## src/rtl/core/ncrf_mul.sv

```systemverilog
module ncrf_mul (
	input  logic         clk,
	input  logic         arst_n,
	input  logic         start,
	input  logic [63:0]  a,
	input  logic [63:0]  b,
	output logic         busy,
	output logic         done,
	output logic [127:0] prod
);
	logic [63:0]  a_q, b_q;
	logic [2:0]   step_q;
	logic [63:0]  pp_s1;
	logic [1:0]   sh_s1;
	logic [127:0] acc_q;
	logic         busy_q, done_q;
	logic [31:0]  a_part, b_part;

	assign a_part = step_q[0] ? a_q[63:32] : a_q[31:0];
	assign b_part = step_q[1] ? b_q[63:32] : b_q[31:0];

	always_ff @(posedge clk or negedge arst_n) begin
		if (!arst_n) begin
			busy_q <= 1'b0;
			done_q <= 1'b0;
			step_q <= '0;
		end else begin
			done_q <= 1'b0;
			if (start) begin
				busy_q <= 1'b1;
				step_q <= '0;
			end else if (busy_q) begin
				step_q <= step_q + 3'd1;
				if (step_q == 3'd4) begin
					busy_q <= 1'b0;
					done_q <= 1'b1;
				end
			end
		end
	end

	always_ff @(posedge clk) begin
		if (start) begin
			a_q   <= a;
			b_q   <= b;
			acc_q <= '0;
		end else if (busy_q) begin
			if (step_q != 3'd4) begin
				pp_s1 <= a_part * b_part;
				sh_s1 <= 2'(step_q[0]) + 2'(step_q[1]);
			end
			if (step_q != 3'd0)
				acc_q <= acc_q + (128'(pp_s1) << {sh_s1, 5'b0});
		end
	end

	assign busy = busy_q;
	assign done = done_q;
	assign prod = acc_q;
endmodule

```

## config.mk

```make
export PLATFORM = sky130hd
export DESIGN_NAME = ncrf_mul
export DESIGN_NICKNAME = d
export VERILOG_FILES = /design/src/rtl/core/ncrf_mul.sv
export SDC_FILE = /design/constraint.sdc
export NUM_CORES = 2
export LEC_CHECK = 0
export BUFFER_PORTS_ARGS = -buffer_cell sky130_fd_sc_hd__buf_2
export CORE_ASPECT_RATIO = 0.75
export CORE_MARGIN = 8
export CORE_UTILIZATION = 40
export CTS_BUF_LIST = sky130_fd_sc_hd__clkbuf_2
export CTS_CLUSTER_SIZE = 24
export DETAILED_ROUTE_END_ITERATION = 10
export HOLD_SLACK_MARGIN = 0.05
export SYNTH_ARGS = -nofsm -noshare
export SYNTH_HDL_FRONTEND = slang
export SYNTH_SLANG_ARGS = --single-unit
export TNS_END_PERCENT = 50
```

## constraint.sdc

```tcl
create_clock -name clk -period 25.7 [get_ports clk]
set_clock_uncertainty 0.05 [all_clocks]
set_input_delay 5.14 -clock clk [delete_from_list [all_inputs] [get_ports clk]]
set_output_delay 5.14 -clock clk [all_outputs]
set_load 0.05 [all_outputs]
```

==> summary.txt <==
Via Count = 45200
DP Wirelength = 159000 µm
status = completed
number of global-route vias before repair = 45000
Tcrit/Tclk final = 0.417
I/O Pins = 261
asr flop ratio synth = 0.0153
cell mode on critical path = fa_1
post-synth cell types = 85
CP max stage delay = 900 ps
Detailed Route Iter0 Violations = 5106
Final nets = 7573
die width = 435 µm
mux cell area share after synthesis = 0.0328
adder-cell share of the synthesized area = 0.433
Final GP Congestion = 0.991
initial antenna violation count = 15
CP max-delay cell = mux2i_4
largest net degree at the start of global routing = 81
crit path DAT = 11690 ps
routed wire length = 200000 µm
Endpoint, Worst Hold = prod[43]$_SDFFE_PP0P_
total length of routed met2 wires = 81300 µm
Max clock buf depth = 3
largest family of logic cells by synthesized area = adder cells
syn avg cell area = 8.81 µm²
post-synthesis instance total = 5995
Top FF cell, synth = edfxtp_1
CTS root buf = clkbuf_2
CP max FO = 61
cell accounting for the most synthesized area = fa_1
max cap viols = 0
Initial DRT Pass Iterations = 6
reg2reg setup slack = 14970 ps
Tmin final = 10730 ps
Final setup viols = 0
hold path start = prod[43]$_SDFFE_PP0P_
Synth Area in XOR/XNOR = 0.0279
Synth Cell Area = 52800 µm²
hold path depth = 2
kind of critical path = register to register
starting density of the core = 0.403
Crit. End Element = register
cts bufs inserted = 91
grt ovf = 0
CTS tree = built
unrepaired setup endpoints after global routing = no
Final Max Slew Viols = 0
wire length per cell = 25.0 µm
syn nets = 7415
RR Endpoint = pp_s1[59]$_DFFE_PP_
hold crit path type = register to register
routed length on met3 = 24200 µm
max_slew headroom = 0.155
Cell Rows = 115
Final Hold Vio Count = 0
global-route wire length before repair = 293000 µm
fillcell total = 13100
WP data required = 26660 ps
# port buffers = 260
startpoint type of the worst setup path = register
gr usage total = 0.272
Core ar. = 131000 µm²
number of synthesis warnings = 0
post-synthesis sequential area ratio = 0.161
Synth Area in Compound Gates = 0.108
clock sinks = 327
setup bufs post-CTS = 0
Post-synth EDFFs = 194
Final ANT Viol Nets = 0
CTS clk-pin slew, worst paths = 110 ps
post-CTS sizing = 0
top layer in use = met5
number of register bits inferred by synthesis = 327
share of the synthesized area in the top cell type = 0.340
DIE AREA = 144000 µm²
DRC Markers = 0
# H-tree levels = 3
ranking of synthesized cells by area = fa_1 34%, edfxtp_1 11%, ha_1 9.3%
metal1 wirelength = 85200 µm
r2r startpoint = step_q[0]$_DFFE_PN0P_
fmax = 93.2 MHz
share of layout cells above drive strength 1 = 0.101
worst reg2reg path depth = 28
vias per cell = 5.65
post-synthesis simple-gate area fraction = 0.149
Sum Neg Setup Slack = 0 ps
Synth-to-Final Area Change = 8.24%
Chip Height = 331 µm
Hold Buf Count CTS = 0
Worst-Margin Slew = 1270 ps
Worst-Skew Late Latency = 1440 ps
-- synth_stat cells (all sizes together), types with 11 or more instances --
cell type and count:
nand2 802, o21ai 198, nor4 11, a21oi 328
buf 27, o21a 21, or3 16, edfxtp 194
xor2 54, dfxtp 128, o31ai 20, clkbuf 261
a31oi 29, and3 21, nand4 76, nor2 777
and2 46, nand2b 14, a22o 34, a211oi 19
ha 392, a21o 109, fa 897, o21bai 56
nor2b 22, mux2 64, xnor2 114, o211ai 17
inv 948, nand3 42, mux2i 101, nor3 44
-- layer usage --
metal / up-vias / global-route usage
met5: - / 0
met2: 2491 / 0.384
met1: 22700 / 0.386
met3: 480 / 0.0837
met4: 2 / 0.109
li1: 19500 / -
-- stage by stage --
step                std cells  hold slack, ps   util  area, µm²  setup slack, ps
floorplan                5995             493      -      52800            16580
global placement         7815             413  0.429      56300            15390
detailed placement       7815             416  0.429      56300            15230
CTS                      7985             429  0.436      57100            15090
global route             7993             446  0.436      57100            14730
finish                   7993             426  0.436      57100            14970
-- cell usage in the layout (no fill, tap or decap), types with 36 or more instances in the layout --
cell type    n
nand3_1     41
mux2_2      56
a21o_1     109
mux2i_2     36
xnor2_1    114
a21oi_1    325
xor2_1      54
edfxtp_1   194
nor2_1     775
inv_1      948
clkbuf_2   127
ha_1       392
nand4_1     76
nand2_1    801
fa_1       897
o21ai_0    194
mux2i_1     53
nor3_1      44
buf_2      259
o21bai_1    56
buf_4       92
and2_1      46
dfxtp_1    128
-- registers in the layout, indices dropped and copies added (netlist names) --
name    count
pp_s1      64
busy        1
step_q      3
sh_s1       2
done        1
b_q        64
a_q        64
prod      128
-- worst max-delay path, delay by kind of cell (launching register included) --
family / cells / cell delay [ps]
adder cells (fa/ha/maj): 9 / 4160
AO/OA/AOI/OAI: 9 / 3110
buffers and inverters: 7 / 1220
multiplexers: 1 / 900
flip-flops: 1 / 510
AND/OR/NAND/NOR: 1 / 150
XOR/XNOR: 1 / 150
-- worst max path at each step --
stage / to / startpoint / slack [ps]
4_1_cts: pp_s1[59]$_DFFE_PP_ / step_q[1]$_DFFE_PN0P_ / 15090
6_report: pp_s1[59]$_DFFE_PP_ / step_q[0]$_DFFE_PN0P_ / 14970
3_3_place_gp: pp_s1[59]$_DFFE_PP_ / step_q[0]$_DFFE_PN0P_ / 15390
2_1_floorplan: pp_s1[0]$_DFFE_PP_ / start / 16580
3_5_place_dp: pp_s1[59]$_DFFE_PP_ / step_q[1]$_DFFE_PN0P_ / 15230
5_1_grt: pp_s1[59]$_DFFE_PP_ / step_q[1]$_DFFE_PN0P_ / 14730
-- kinds of logic after synthesis --
family,Yosys count
and+or+nand+nor,1898
adders and majority gates,1289
buffers and inverters,1237
AOI/OAI and AO/OA,911
DFF,327
xor gates and xnor gates,168
muxes,165
-- cell type report --
type / instances / area, µm² / area share
repair buffers: 353 / 2020 / 0.0354
inverters: 949 / 3560 / 0.0623
flip-flops and latches: 327 / 8520 / 0.149
clock inverters: 43 / 235 / 0.00412
multi-input cells: 4431 / 40000 / 0.699
clock buffers: 127 / 636 / 0.0111
diodes: 8 / 20.0 / 0.000350
well taps: 1755 / 2200 / 0.0384
Power is left out: the tool's default activity adds up to more than one toggle a clock period on the data nets, which glitch-free logic cannot reach.
