==> src/rtl/core/ncrf_pkg.sv <==
package ncrf_pkg;

	localparam int COORD_WIDTH = 40;
	localparam int FRAC_BITS   = 36;
	localparam int ITER_WIDTH  = 16;

	localparam int QF        = 40;
	localparam int DIV_STEPS = 64 + QF;
	localparam int SH_R      = (FRAC_BITS >= QF) ? FRAC_BITS - QF : 0;
	localparam int SH_L      = (FRAC_BITS >= QF) ? 0 : QF - FRAC_BITS;

	localparam logic [ITER_WIDTH-1:0] ITER_RESET = ITER_WIDTH'(256);

	localparam logic signed [63:0] ONE_Q    = 64'sd1099511627776;
	localparam logic signed [63:0] HALF_Q   = 64'sd549755813888;
	localparam logic signed [63:0] ROOT_IM  = 64'sd952205001410;
	localparam logic signed [63:0] TOL2_LIM = 64'sd10996;
	localparam logic signed [63:0] MAG_MIN  = 64'sd3665039;
	localparam logic [64:0]        BAIL2    = 65'd10995116277760000;
	localparam logic [20:0]        TOL_LOG2 = 21'd879793;
	localparam logic [21:0]        EXTRA_MAX = 22'd2097152;
	localparam logic [63:0]        RECIP3   = 64'hAAAAAAAAAAAAAAAB;
	localparam logic [63:0]        INT64_MAX = 64'h7FFFFFFFFFFFFFFF;

	typedef struct packed {
		logic signed [COORD_WIDTH-1:0] pixel_re;
		logic signed [COORD_WIDTH-1:0] pixel_im;
	} pixel_t;

	typedef struct packed {
		logic [31:0] smooth_count;
		logic [1:0]  outcome;
	} result_t;

	typedef enum logic [1:0] {
		OUT_CONV  = 2'd0,
		OUT_LIMIT = 2'd1,
		OUT_DERIV = 2'd2,
		OUT_BAIL  = 2'd3
	} outcome_t;

	typedef enum logic [4:0] {
		S_IDLE, S_START, S_CHECK, S_DX1, S_DY1, S_DX2, S_DY2, S_DY3, S_DEC,
		S_LOG1, S_LOG2, S_MX, S_MCHK, S_DIVX, S_DIVY, S_WXX, S_WYY, S_WXY,
		S_X3, S_Y3, S_BX, S_BY, S_DONE
	} state_t;

	typedef struct packed {
		logic              ok;
		logic signed [63:0] val;
	} coord_t;

	function automatic logic [63:0] umag(input logic signed [63:0] a);
		return a[63] ? 64'(-a) : 64'(a);
	endfunction

	function automatic logic signed [63:0] sat_sign(input logic [63:0] mag, input logic neg);
		logic [63:0] m;
		m = (mag > INT64_MAX) ? INT64_MAX : mag;
		return neg ? -$signed(m) : $signed(m);
	endfunction

	function automatic logic signed [63:0] q40(input logic [127:0] prod, input logic neg);
		logic [63:0] m;
		m = (|prod[127:104]) ? INT64_MAX : prod[103:40];
		return sat_sign(m, neg);
	endfunction

	function automatic logic [31:0] sat32(input logic [63:0] v);
		return (v > 64'hFFFFFFFF) ? 32'hFFFFFFFF : v[31:0];
	endfunction

	function automatic logic [16:0] log_tab(input logic [4:0] idx);
		logic [16:0] r;
		unique case (idx)
			5'd0:  r = 17'd0;
			5'd1:  r = 17'd5732;
			5'd2:  r = 17'd11136;
			5'd3:  r = 17'd16248;
			5'd4:  r = 17'd21098;
			5'd5:  r = 17'd25711;
			5'd6:  r = 17'd30109;
			5'd7:  r = 17'd34312;
			5'd8:  r = 17'd38336;
			5'd9:  r = 17'd42196;
			5'd10: r = 17'd45904;
			5'd11: r = 17'd49472;
			5'd12: r = 17'd52911;
			5'd13: r = 17'd56229;
			5'd14: r = 17'd59434;
			5'd15: r = 17'd62534;
			default: r = 17'd65536;
		endcase
		return r;
	endfunction

	function automatic coord_t load_q40(input logic [COORD_WIDTH-1:0] raw);
		coord_t c;
		logic [COORD_WIDTH-1:0] mag;
		logic [63:0] m64;
		mag = raw[COORD_WIDTH-1] ? (~raw + 1'b1) : raw;
		m64 = 64'(mag);
		c.ok = (m64 >> FRAC_BITS) < 64'd256;
		m64 = (FRAC_BITS >= QF) ? (m64 >> SH_R) : (m64 << SH_L);
		c.val = sat_sign(m64, raw[COORD_WIDTH-1]);
		return c;
	endfunction

endpackage

==> src/rtl/core/ncrf_div.sv <==
module ncrf_div (
	input  logic        clk,
	input  logic        arst_n,
	input  logic        start,
	input  logic [63:0] num,
	input  logic [63:0] den,
	output logic        busy,
	output logic        done,
	output logic [63:0] quo
);
	import ncrf_pkg::*;

	logic [DIV_STEPS-1:0] dvd_q;
	logic [63:0] rem_q, quo_q, den_q;
	logic [6:0]  cnt_q;
	logic        busy_q, done_q;
	logic [64:0] r2, rdiff;
	logic        ge;

	assign r2    = {rem_q, dvd_q[DIV_STEPS-1]};
	assign rdiff = r2 - {1'b0, den_q};
	assign ge    = r2 >= {1'b0, den_q};

	always_ff @(posedge clk or negedge arst_n) begin
		if (!arst_n) begin
			busy_q <= 1'b0;
			done_q <= 1'b0;
			cnt_q  <= '0;
		end else begin
			done_q <= 1'b0;
			if (start) begin
				busy_q <= 1'b1;
				cnt_q  <= '0;
			end else if (busy_q) begin
				cnt_q <= cnt_q + 7'd1;
				if (cnt_q == 7'(DIV_STEPS - 1)) begin
					busy_q <= 1'b0;
					done_q <= 1'b1;
				end
			end
		end
	end

	always_ff @(posedge clk) begin
		if (start) begin
			dvd_q <= {num, {QF{1'b0}}};
			den_q <= den;
			rem_q <= '0;
			quo_q <= '0;
		end else if (busy_q) begin
			rem_q <= ge ? rdiff[63:0] : r2[63:0];
			quo_q <= {quo_q[62:0], ge};
			dvd_q <= {dvd_q[DIV_STEPS-2:0], 1'b0};
		end
	end

	assign busy = busy_q;
	assign done = done_q;
	assign quo  = quo_q;
endmodule

==> config.mk <==
export PLATFORM = sky130hd
export DESIGN_NAME = ncrf_div
export DESIGN_NICKNAME = d
export VERILOG_FILES = /design/src/rtl/core/ncrf_pkg.sv /design/src/rtl/core/ncrf_div.sv
export SDC_FILE = /design/constraint.sdc
export NUM_CORES = 1
export LEC_CHECK = 0
export BUFFER_PORTS_ARGS = -buffer_cell sky130_fd_sc_hd__buf_4
export CAP_MARGIN = 25
export CORE_MARGIN = 5
export CORE_UTILIZATION = 58
export DETAILED_ROUTE_END_ITERATION = 6
export PLACE_DENSITY_LB_ADDON = 0.2
export SLEW_MARGIN = 20
export SYNTH_ARGS = -nofsm -noshare
export SYNTH_HDL_FRONTEND = slang
export SYNTH_SLANG_ARGS = --single-unit
==> constraint.sdc <==
create_clock -name clk -period 3.65 [get_ports clk]
set_input_delay 1.095 -clock clk [delete_from_list [all_inputs] [get_ports clk]]
set_output_delay 1.095 -clock clk [all_outputs]
set_load 0.05 [all_outputs]
==> impl_metrics.ini, run 1 <==
[critical_path]
crit_arrival_ns = 3.95
critPathMaxStageDelay_ns = 0.36
cp_top_family = simple AND/OR/NAND/NOR gates
cp_slowest_cell = or3_1
start_kind = flop
end_kind = flop
crit_buf_inv = 2
worst-setup-path-type = reg -> reg
path_cells = inv_1 -> ha_1 -> and2_1 -> nand3_1 -> nor4_1 -> nand4_1 -> o21ai_0 -> o21bai_1 -> nand2_2 -> buf_4 -> or3_1 -> a311oi_1
crit_fanout = 10
required_ns = 4.10

[clock_network]
cts_tree = yes
cts_hold_repair.buffers = 0
clk_latency_ns = 0.56
cts_buffers = 28
clk_pin_slew_ns = 0.06
clockBufferDepth = 3
clock-sinks = 265
htreeDepth = 1
clockRootBuffer = clkbuf_16

[global_route]
antenna_found_initial = 0
grt_pass1_wl_um = 56400
grt_max_degree = 104
globalRouteOverflowTotal = 0
grtUsageTotal_pct = 23.69
grt_pass1_vias = 11430

[sta]
setup_tns_ns = 0
slew_violations = 0
worst_clock_skew_ns = 0.02942
finalWorstSetupSlack_ns = 0.1539
period_share_pct = 95.78
relSlewSlack_pct = 35.20
finalHoldViolCount = 0
worstMarginPinSlew_ns = 0.9720
period_minus_slack_ns = 3.496
rsz0062_at_grt = yes
setup_viol = 0
fmax_ghz = 0.2860

[layout]
fin_util_pct = 70.43
antennaDiodeCount = 0
area_growth_pct = 19.50
layout.nets = 1848
drive_gt1_share_pct = 21.47

[routing]
top_layer = met4
drt_pre_antenna_iters = 5
wl_um = 34660
wirelength_met1_um = 15200
postRouteAntennaNets = 0
vias_per_cell = 5.772
drc = 0
wl_met2_um = 16080
drt-initial-drc-count = 773
vias = 11520
wl_met3_um = 2660
avgRoutedWirePerCell_um = 17.36

[placement]
routabilityCongestion = 0.9790
place_ws_ns = 0.1041
portBuffers = 196
dpl.hpwl_um = 24840

[yosys]
synth_cell_types = 73
synth_top_area_share_pct = 26.82
synth_seq_cells = 265
syn_area_mm2 = 0.01433
synth_most_common_cell = nor2_1
yosysTopAreaCell = edfxtp_1
avgSynthCellArea_um2 = 9.717
synth_area_leaders = edfxtp_1 (27%), dfxtp_1 (18%), ha_1 (5.7%), mux2i_1 (5.0%), mux2_2 (4.9%)
async_flop_share_pct = 3.396
syn_inst = 1475
syn_nets = 1672
synthTopCellsByCount = nor2_1 (163), nand2_1 (141), dfxtp_1 (128), edfxtp_1 (128), inv_1 (94)
yosysWarnings = 0
synth_edf_count = 128
ys_seq_area_share_pct = 46.27
dominantRegCellSynth = edfxtp_1

[floorplan]
fp-row-count = 57
ios = 197
fp.dieH_um = 167.2
core_area_mm2 = 0.02432
start_util_pct = 58.93
die_w_um = 167.2
die-area_mm2 = 0.02795

[power_and_ir_drop]
vdd_drop_max_mv = 0.4233
p_leak_nw = 7.660
cellPowerDensity_mw_per_mm2 = 387.8
finalPower_mw = 6.643

[flow_run]
drv_cap = 0

[worst_hold_path]
hold_class = in -> async

[status]
status = complete, no violations
-- state kept, by name (all words and copies together) (netlist names) --
register and cells:
quo 64, cnt_q 7, busy 1, rem_q 64, dvd_q 64, den_q 64, done 1
-- cell type report --
cell class,instances,area (um2)
clock buffer,43,800.8
clock inverter,8,88.84
fill,1835,7192
inverter,94,352.8
multi-input combinational,1030,7029
sequential,265,6635
tap,324,405.4
timing repair buffer,232,1815
-- power breakdown --
part	switching, mW	internal [mW]	leakage (nW)
Combinational	0.310	0.279	4.77
Sequential	0.0408	3.27	2.46
Clock	1.16	1.58	0.439
Total	1.51	5.13	7.66
-- metal layers --
metal | global-route usage, % | vias up
li1 | - | 5689
met1 | 31.48 | 5428
met2 | 39.22 | 353
met3 | 6.200 | 51
met4 | 5.540 | 0
met5 | 0 | -
-- cells by family (layout without fill, tap and decap cells) --
| kind of cell | Yosys count | in the layout | synth area share, % |
|---|---|---|---|
| AND/OR/NAND/NOR | 470 | 470 | 15.22 |
| AO/OA/AOI/OAI | 314 | 314 | 15.07 |
| flip-flops | 265 | 265 | 46.27 |
| buffers and inverters | 180 | 377 | 4.915 |
| multiplexers | 134 | 134 | 9.908 |
| adder cells (fa/ha/maj) | 66 | 66 | 5.814 |
| XOR/XNOR | 46 | 46 | 2.811 |
-- placed cells by master, fill, tap and decap left out, types with 13 or more instances in the layout --
master       n
nor2_1     163
nand3_1     27
clkbuf_16   29
xnor2_1     26
ha_1        65
o21bai_1    17
buf_4      225
dfxtp_1    128
inv_1       93
and3_1      13
nand2b_1    19
a311oi_1    48
nand2_1    140
nor3_1      15
a21oi_1     82
xor2_1      20
edfxtp_1   128
mux2i_1     71
mux2_2      63
nand4_1     34
a21o_1      25
o21ai_0     51
-- per-stage QoR --
step	hold WS, ns	std cells	instance area (um2)
finish	0.3388	1996	17130
CTS	0.3178	1991	17050
floorplan	0.4598	1475	14330
global route	0.3256	1996	17130
detailed placement	0.4877	1940	16150
global placement	0.4746	1940	16150
-- path summary, 6_finish.rpt --
path | to | cells past startpoint | slack, ns | from
min in group clk | rem_q[44] | 2 | 0.49 | rem_q[43]
max | rem_q[54] | 12 | 0.15 | den_q[11]
max reg2reg | rem_q[54] | 12 | 0.15 | den_q[11]
min | cnt_q[6] | 1 | 0.34 | arst_n
min reg2reg | rem_q[44] | 2 | 0.49 | rem_q[43]
max in group asynchronous | busy | 1 | 3.16 | arst_n
-- repair_timing --
| item | 4_1_cts | 5_1_grt |
|---|---|---|
| pin swaps | 0 | 1 |
| resized for setup | 1 | 7 |
| setup buffers | 0 | 5 |
| endpoints found under the setup margin | 1 | 41 |
Note: power is estimated with default switching activity, not from simulation.
==> run 2, diff against run 1 <==
--- a/config.mk
+++ b/config.mk
@@ -5,11 +5,10 @@
 export SDC_FILE = /design/constraint.sdc
 export NUM_CORES = 1
 export LEC_CHECK = 0
-export BUFFER_PORTS_ARGS = -buffer_cell sky130_fd_sc_hd__buf_4
 export CAP_MARGIN = 25
-export CORE_MARGIN = 5
-export CORE_UTILIZATION = 58
+export CORE_UTILIZATION = 64
 export DETAILED_ROUTE_END_ITERATION = 6
+export DONT_BUFFER_PORTS = 1
 export PLACE_DENSITY_LB_ADDON = 0.2
 export SLEW_MARGIN = 20
 export SYNTH_ARGS = -nofsm -noshare
==> impl_metrics.ini, run 2 (synthesis gave the netlist of run 1 again) <==
[sta]
worst_clock_skew_ns = 0.02845
worstMarginPinSlew_ns = 0.7779
period_share_pct = 94.41
slew_violations = 0
relSlewSlack_pct = 48.14
setup_viol = 0
holdWs_ns = 0.2183
setup_tns_ns = 0
fmax_ghz = 0.2902
period_minus_slack_ns = 3.446
rsz0062_at_grt = no
finalHoldViolCount = 0

[placement]
dp_cells = 1695
routabilityCongestion = 0.9280
portBuffers = 0
dpl.hpwl_um = 22060

[clock_network]
clk_latency_ns = 0.57
htreeDepth = 1
clockRootBuffer = clkbuf_16
cts_hold_repair.buffers = 0
clk_pin_slew_ns = 0.07
cts_tree = yes
clockBufferDepth = 3
clock-sinks = 265
cts_buffers = 28

[power_and_ir_drop]
cellPowerDensity_mw_per_mm2 = 432.3
vdd_drop_max_mv = 0.4752
seqPwrFrac_pct = 49.1
p_int_mw = 5.246
pwr-share-comb_pct = 6.3
p_sw_mw = 1.500
p_sw_share_pct = 22.24
p_leak_nw = 6.675
power_frac_clock_pct = 44.6

[flow_run]
drv_cap = 0

[floorplan]
fp.dieH_um = 151.7
start_util_pct = 65.47
die_w_um = 151.7
core_area_mm2 = 0.02189
fp-row-count = 54
ios = 197
die-area_mm2 = 0.02300

[routing]
drt-initial-drc-count = 661
drt_pre_antenna_iters = 6
vias_per_cell = 6.154
drc = 0
postRouteAntennaNets = 0
vias = 10780
avgRoutedWirePerCell_um = 18.40
wl_um = 32230

[layout]
drive_gt1_share_pct = 10.89
area_growth_pct = 8.887
final_cell_mix = nor2_1 (163), nand2_1 (140), edfxtp_1 (128), dfxtp_1 (128), inv_1 (93)
final_common_cell = nor2_1
finalNonFillerCells = 1752
fin_util_pct = 71.29
layout.nets = 1644

[global_route]
use_met3_pct = 7.605
met2_usage_pct = 45.23
grt_pass1_vias = 10230
antenna_found_initial = 4
grt_pass1_wl_um = 51090
busiest_layer = met2
grt_max_degree = 266
grtUsageTotal_pct = 27.86
globalRouteOverflowTotal = 0
use_met1_pct = 35.94

[critical_path]
end_kind = flop
crit_arrival_ns = 3.91
crit_fanout = 4
start_kind = flop
required_ns = 4.11
worstRegToRegCells = 13
worst-setup-path-type = reg -> reg

[status]
status = complete, no violations

[worst_hold_path]
hold_class = in -> async
==> run 2: cell count changes in the layout (fill, tap and decap cells not counted), moves of 2 or more <==
cell	delta
clkinvlp_4	+2
clkbuf_1	-9
buf_12	-2
o21ai_1	+2
clkbuf_8	+2
clkbuf_2	-2
bufinv_16	+3
clkinv_4	+3
diode_2	+3
buf_4	-200
==> run 2: layout make-up <==
class,instances,area (um2)
tap,280,350.3
sequential,265,6635
clock buffer,33,759.5
antenna,3,7.507
fill,1655,6285
clock inverter,19,240.2
inverter,94,352.8
multi-input combinational,1030,7013
timing repair buffer,28,247.7
==> run 2: power by group through the flow <==
stage               Clock [mW]  Sequential (mW)  Combinational [mW]
detailed placement           0             3.38               0.417
floorplan                    0             3.36               0.365
finish                    3.01             3.31               0.425
global placement             0             3.37               0.409
CTS                       3.05             3.31               0.422
global route              3.16             3.33               0.469
==> run 2: routing by layer <==
layer | vias to the layer above | part of all wire (%)
met5 | - | 0
met4 | 0 | 2.6
met3 | 57 | 8.2
met2 | 365 | 47
met1 | 5089 | 42
li1 | 5270 | -
==> run 2: what timing repair did <==
action / 4_1_cts / 5_1_grt
setup endpoints to repair: 0 / 7
buffers inserted: 0 / 2
gates resized for setup: 0 / 3
==> run 2: stage by stage <==
| stage | setup WS [ns] | power (mW) | cell area [um2] |
|---|---|---|---|
| 2_1_floorplan | 0.5077 | 3.724 | 14330 |
| 5_1_grt | 0.01406 | 6.952 | 15610 |
| 6_report | 0.2041 | 6.746 | 15610 |
| 3_3_place_gp | 0.3091 | 3.777 | 14570 |
| 3_5_place_dp | 0.2331 | 3.792 | 14570 |
| 4_1_cts | 0.2063 | 6.783 | 15570 |
==> run 2: path summary, 6_finish.rpt <==
check / startpoint / end / slack (ns)
setup / recovery: dvd_q[103] / rem_q[54] / 0.20
hold / removal: arst_n / cnt_q[0] / 0.22
setup reg to reg: dvd_q[103] / rem_q[54] / 0.20
hold reg to reg: rem_q[8] / rem_q[8] / 0.50
max in group asynchronous: arst_n / busy / 3.35
min in group clk: rem_q[8] / rem_q[8] / 0.50
==> run 2: worst max-delay path, stage by stage (launching register included) <==
cell       delay [ns]
edfxtp_1         0.34
inv_1            0.05
ha_1             0.20
fa_1             0.37
nand2b_1         0.19
a21oi_1          0.23
o21ai_1          0.19
o211ai_1         0.27
o21ai_1          0.21
o2111ai_2        0.28
nand2_1          0.14
o31a_1           0.32
or3_1            0.34
a311oi_1         0.24
==> run 3, diff against run 2 <==
--- a/config.mk
+++ b/config.mk
@@ -5,10 +5,11 @@
 export SDC_FILE = /design/constraint.sdc
 export NUM_CORES = 1
 export LEC_CHECK = 0
+export BUFFER_PORTS_ARGS = -buffer_cell sky130_fd_sc_hd__buf_4
 export CAP_MARGIN = 25
-export CORE_UTILIZATION = 64
+export CORE_MARGIN = 2
+export CORE_UTILIZATION = 58
 export DETAILED_ROUTE_END_ITERATION = 6
-export DONT_BUFFER_PORTS = 1
 export PLACE_DENSITY_LB_ADDON = 0.2
 export SLEW_MARGIN = 20
 export SYNTH_ARGS = -nofsm -noshare
==> impl_metrics.ini, run 3 (synthesis gave the netlist of run 1 again) <==
[clock_network]
cts_tree = yes
cts_buffers = 29
clockRootBuffer = clkbuf_16
htreeDepth = 1
clk_latency_ns = 0.57
clk_pin_slew_ns = 0.06
clockBufferDepth = 3
cts_hold_repair.buffers = 0
clock-sinks = 265

[critical_path]
cp_slowest_cell = ha_1
crit_arrival_ns = 3.86
worst-setup-path-type = reg -> reg
critPathMaxStageDelay_ns = 0.40
start_kind = flop
rrSetupSlack_ns = 0.24
reg2reg_to = rem_q[2]
r2r-start = den_q[18]
required_ns = 4.10
crit_fanout = 14
worstRegToRegCells = 12
path_cells = inv_1 -> ha_1 -> a21oi_1 -> o21ai_0 -> a41oi_1 -> o211ai_1 -> o2111ai_2 -> and3_2 -> nor2_8 -> buf_4 -> nand3_1 -> a311oi_1
end_kind = flop

[global_route]
grtUsageTotal_pct = 26.37
antenna_found_initial = 0
globalRouteOverflowTotal = 0
grt_max_degree = 110
grt_pass1_wl_um = 56880
grt_pass1_vias = 11520

[routing]
drt-initial-drc-count = 881
drt_pre_antenna_iters = 6
vias = 11640
vias_per_cell = 5.818
wl_um = 34420
avgRoutedWirePerCell_um = 17.20
postRouteAntennaNets = 0
drc = 0

[layout]
final_cell_mix = buf_4 (230), nor2_1 (163), nand2_1 (140), edfxtp_1 (128), dfxtp_1 (128)
area_growth_pct = 20.94
fin_area_mm2 = 0.01733
fin_util_pct = 71.28
layout.nets = 1851
antennaDiodeCount = 0
final_common_cell = buf_4
drive_gt1_share_pct = 22.36

[sta]
holdWs_ns = 0.3426
period_minus_slack_ns = 3.407
worst_clock_skew_ns = 0.02133
slew_violations = 0
setup_tns_ns = 0
period_share_pct = 93.34
fmax_ghz = 0.2935
finalHoldViolCount = 0
relSlewSlack_pct = 30.24
worstMarginPinSlew_ns = 1.046
rsz0062_at_grt = no
setup_viol = 0

[power_and_ir_drop]
p_sw_share_pct = 22.35
pwr-share-comb_pct = 8.3
cellPowerDensity_mw_per_mm2 = 417.0
finalPower_mw = 7.228
p_int_mw = 5.612
p_sw_mw = 1.615
seqPwrFrac_pct = 45.8
p_leak_nw = 7.779
vdd_drop_max_mv = 0.4355
power_frac_clock_pct = 45.9

[floorplan]
die_w_um = 161.2
core_area_mm2 = 0.02432
start_util_pct = 58.93
fp-row-count = 57
die-area_mm2 = 0.02598
ios = 197
fp.dieH_um = 161.2

[placement]
dpl.hpwl_um = 24260
place_area_mm2 = 0.01618
routabilityCongestion = 0.9389
portBuffers = 196

[flow_run]
drv_cap = 0

[status]
status = complete, no violations

[worst_hold_path]
hold_class = in -> async
## run 3: cell types whose count changed in the layout (fill, tap and decap cells not counted), sizes merged
cell and change:
inv +2, clkbuf +4, bufinv +1, buf +206, clkinvlp -2, clkinv -3
diode -3
## run 3: through the flow
step,worst slack [ns],std cells
2_1_floorplan,0.5077,1475
3_3_place_gp,0.3123,1945
3_5_place_dp,0.1642,1945
4_1_cts,0.1517,1999
5_1_grt,0.001116,2001
6_report,0.2430,2001
## run 3: critical path: cells and delay by family (launching register included)
family | cells | cell delay, ns
flip-flops | 1 | 0.33
adder cells (fa/ha/maj) | 1 | 0.40
AO/OA/AOI/OAI | 6 | 1.56
buffers and inverters | 2 | 0.31
AND/OR/NAND/NOR | 3 | 0.68
## run 3: power groups by stage
stage / clock (mW) / sequential (mW) / combinational (mW)
CTS: 3.37 / 3.31 / 0.597
global route: 3.47 / 3.33 / 0.661
floorplan: 0 / 3.36 / 0.365
detailed placement: 0 / 3.37 / 0.591
finish: 3.32 / 3.31 / 0.599
global placement: 0 / 3.37 / 0.577
## run 3: worst max-delay path by stage
stage               startpoint    endpoint  slack, ns  cells past startpoint
floorplan                start  dvd_q[100]       0.51                      3
global placement      den_q[3]    rem_q[3]       0.31                     13
detailed placement    den_q[1]    rem_q[2]       0.16                     13
CTS                   den_q[3]    rem_q[2]       0.15                     13
global route          den_q[3]    rem_q[2]      0.001                     13
finish               den_q[18]    rem_q[2]       0.24                     12
## run 3: layout make-up
| class | instances | area, um2 |
|---|---|---|
| Clock buffer | 37 | 872.1 |
| Clock inverter | 17 | 237.7 |
| Fill cell | 1833 | 6985 |
| Inverter | 94 | 352.8 |
| Multi-Input combinational cell | 1030 | 7029 |
| Sequential cell | 265 | 6635 |
| Tap cell | 324 | 405.4 |
| Timing Repair Buffer | 234 | 1802 |
## run 3: timing repair
item                                    CTS  global route
endpoints found under the setup margin    0            40
gates resized for setup                   0             8
setup buffers                             0             2
## run 3: layer usage
| metal | routed length [um] | vias up | global-route usage, % |
|---|---|---|---|
| li1 | - | 5686 | - |
| met1 | 14530 | 5449 | 34.62 |
| met2 | 15740 | 416 | 42.86 |
| met3 | 3044 | 91 | 6.908 |
| met4 | 1095 | 0 | 8.442 |
| met5 | 0 | - | 0 |
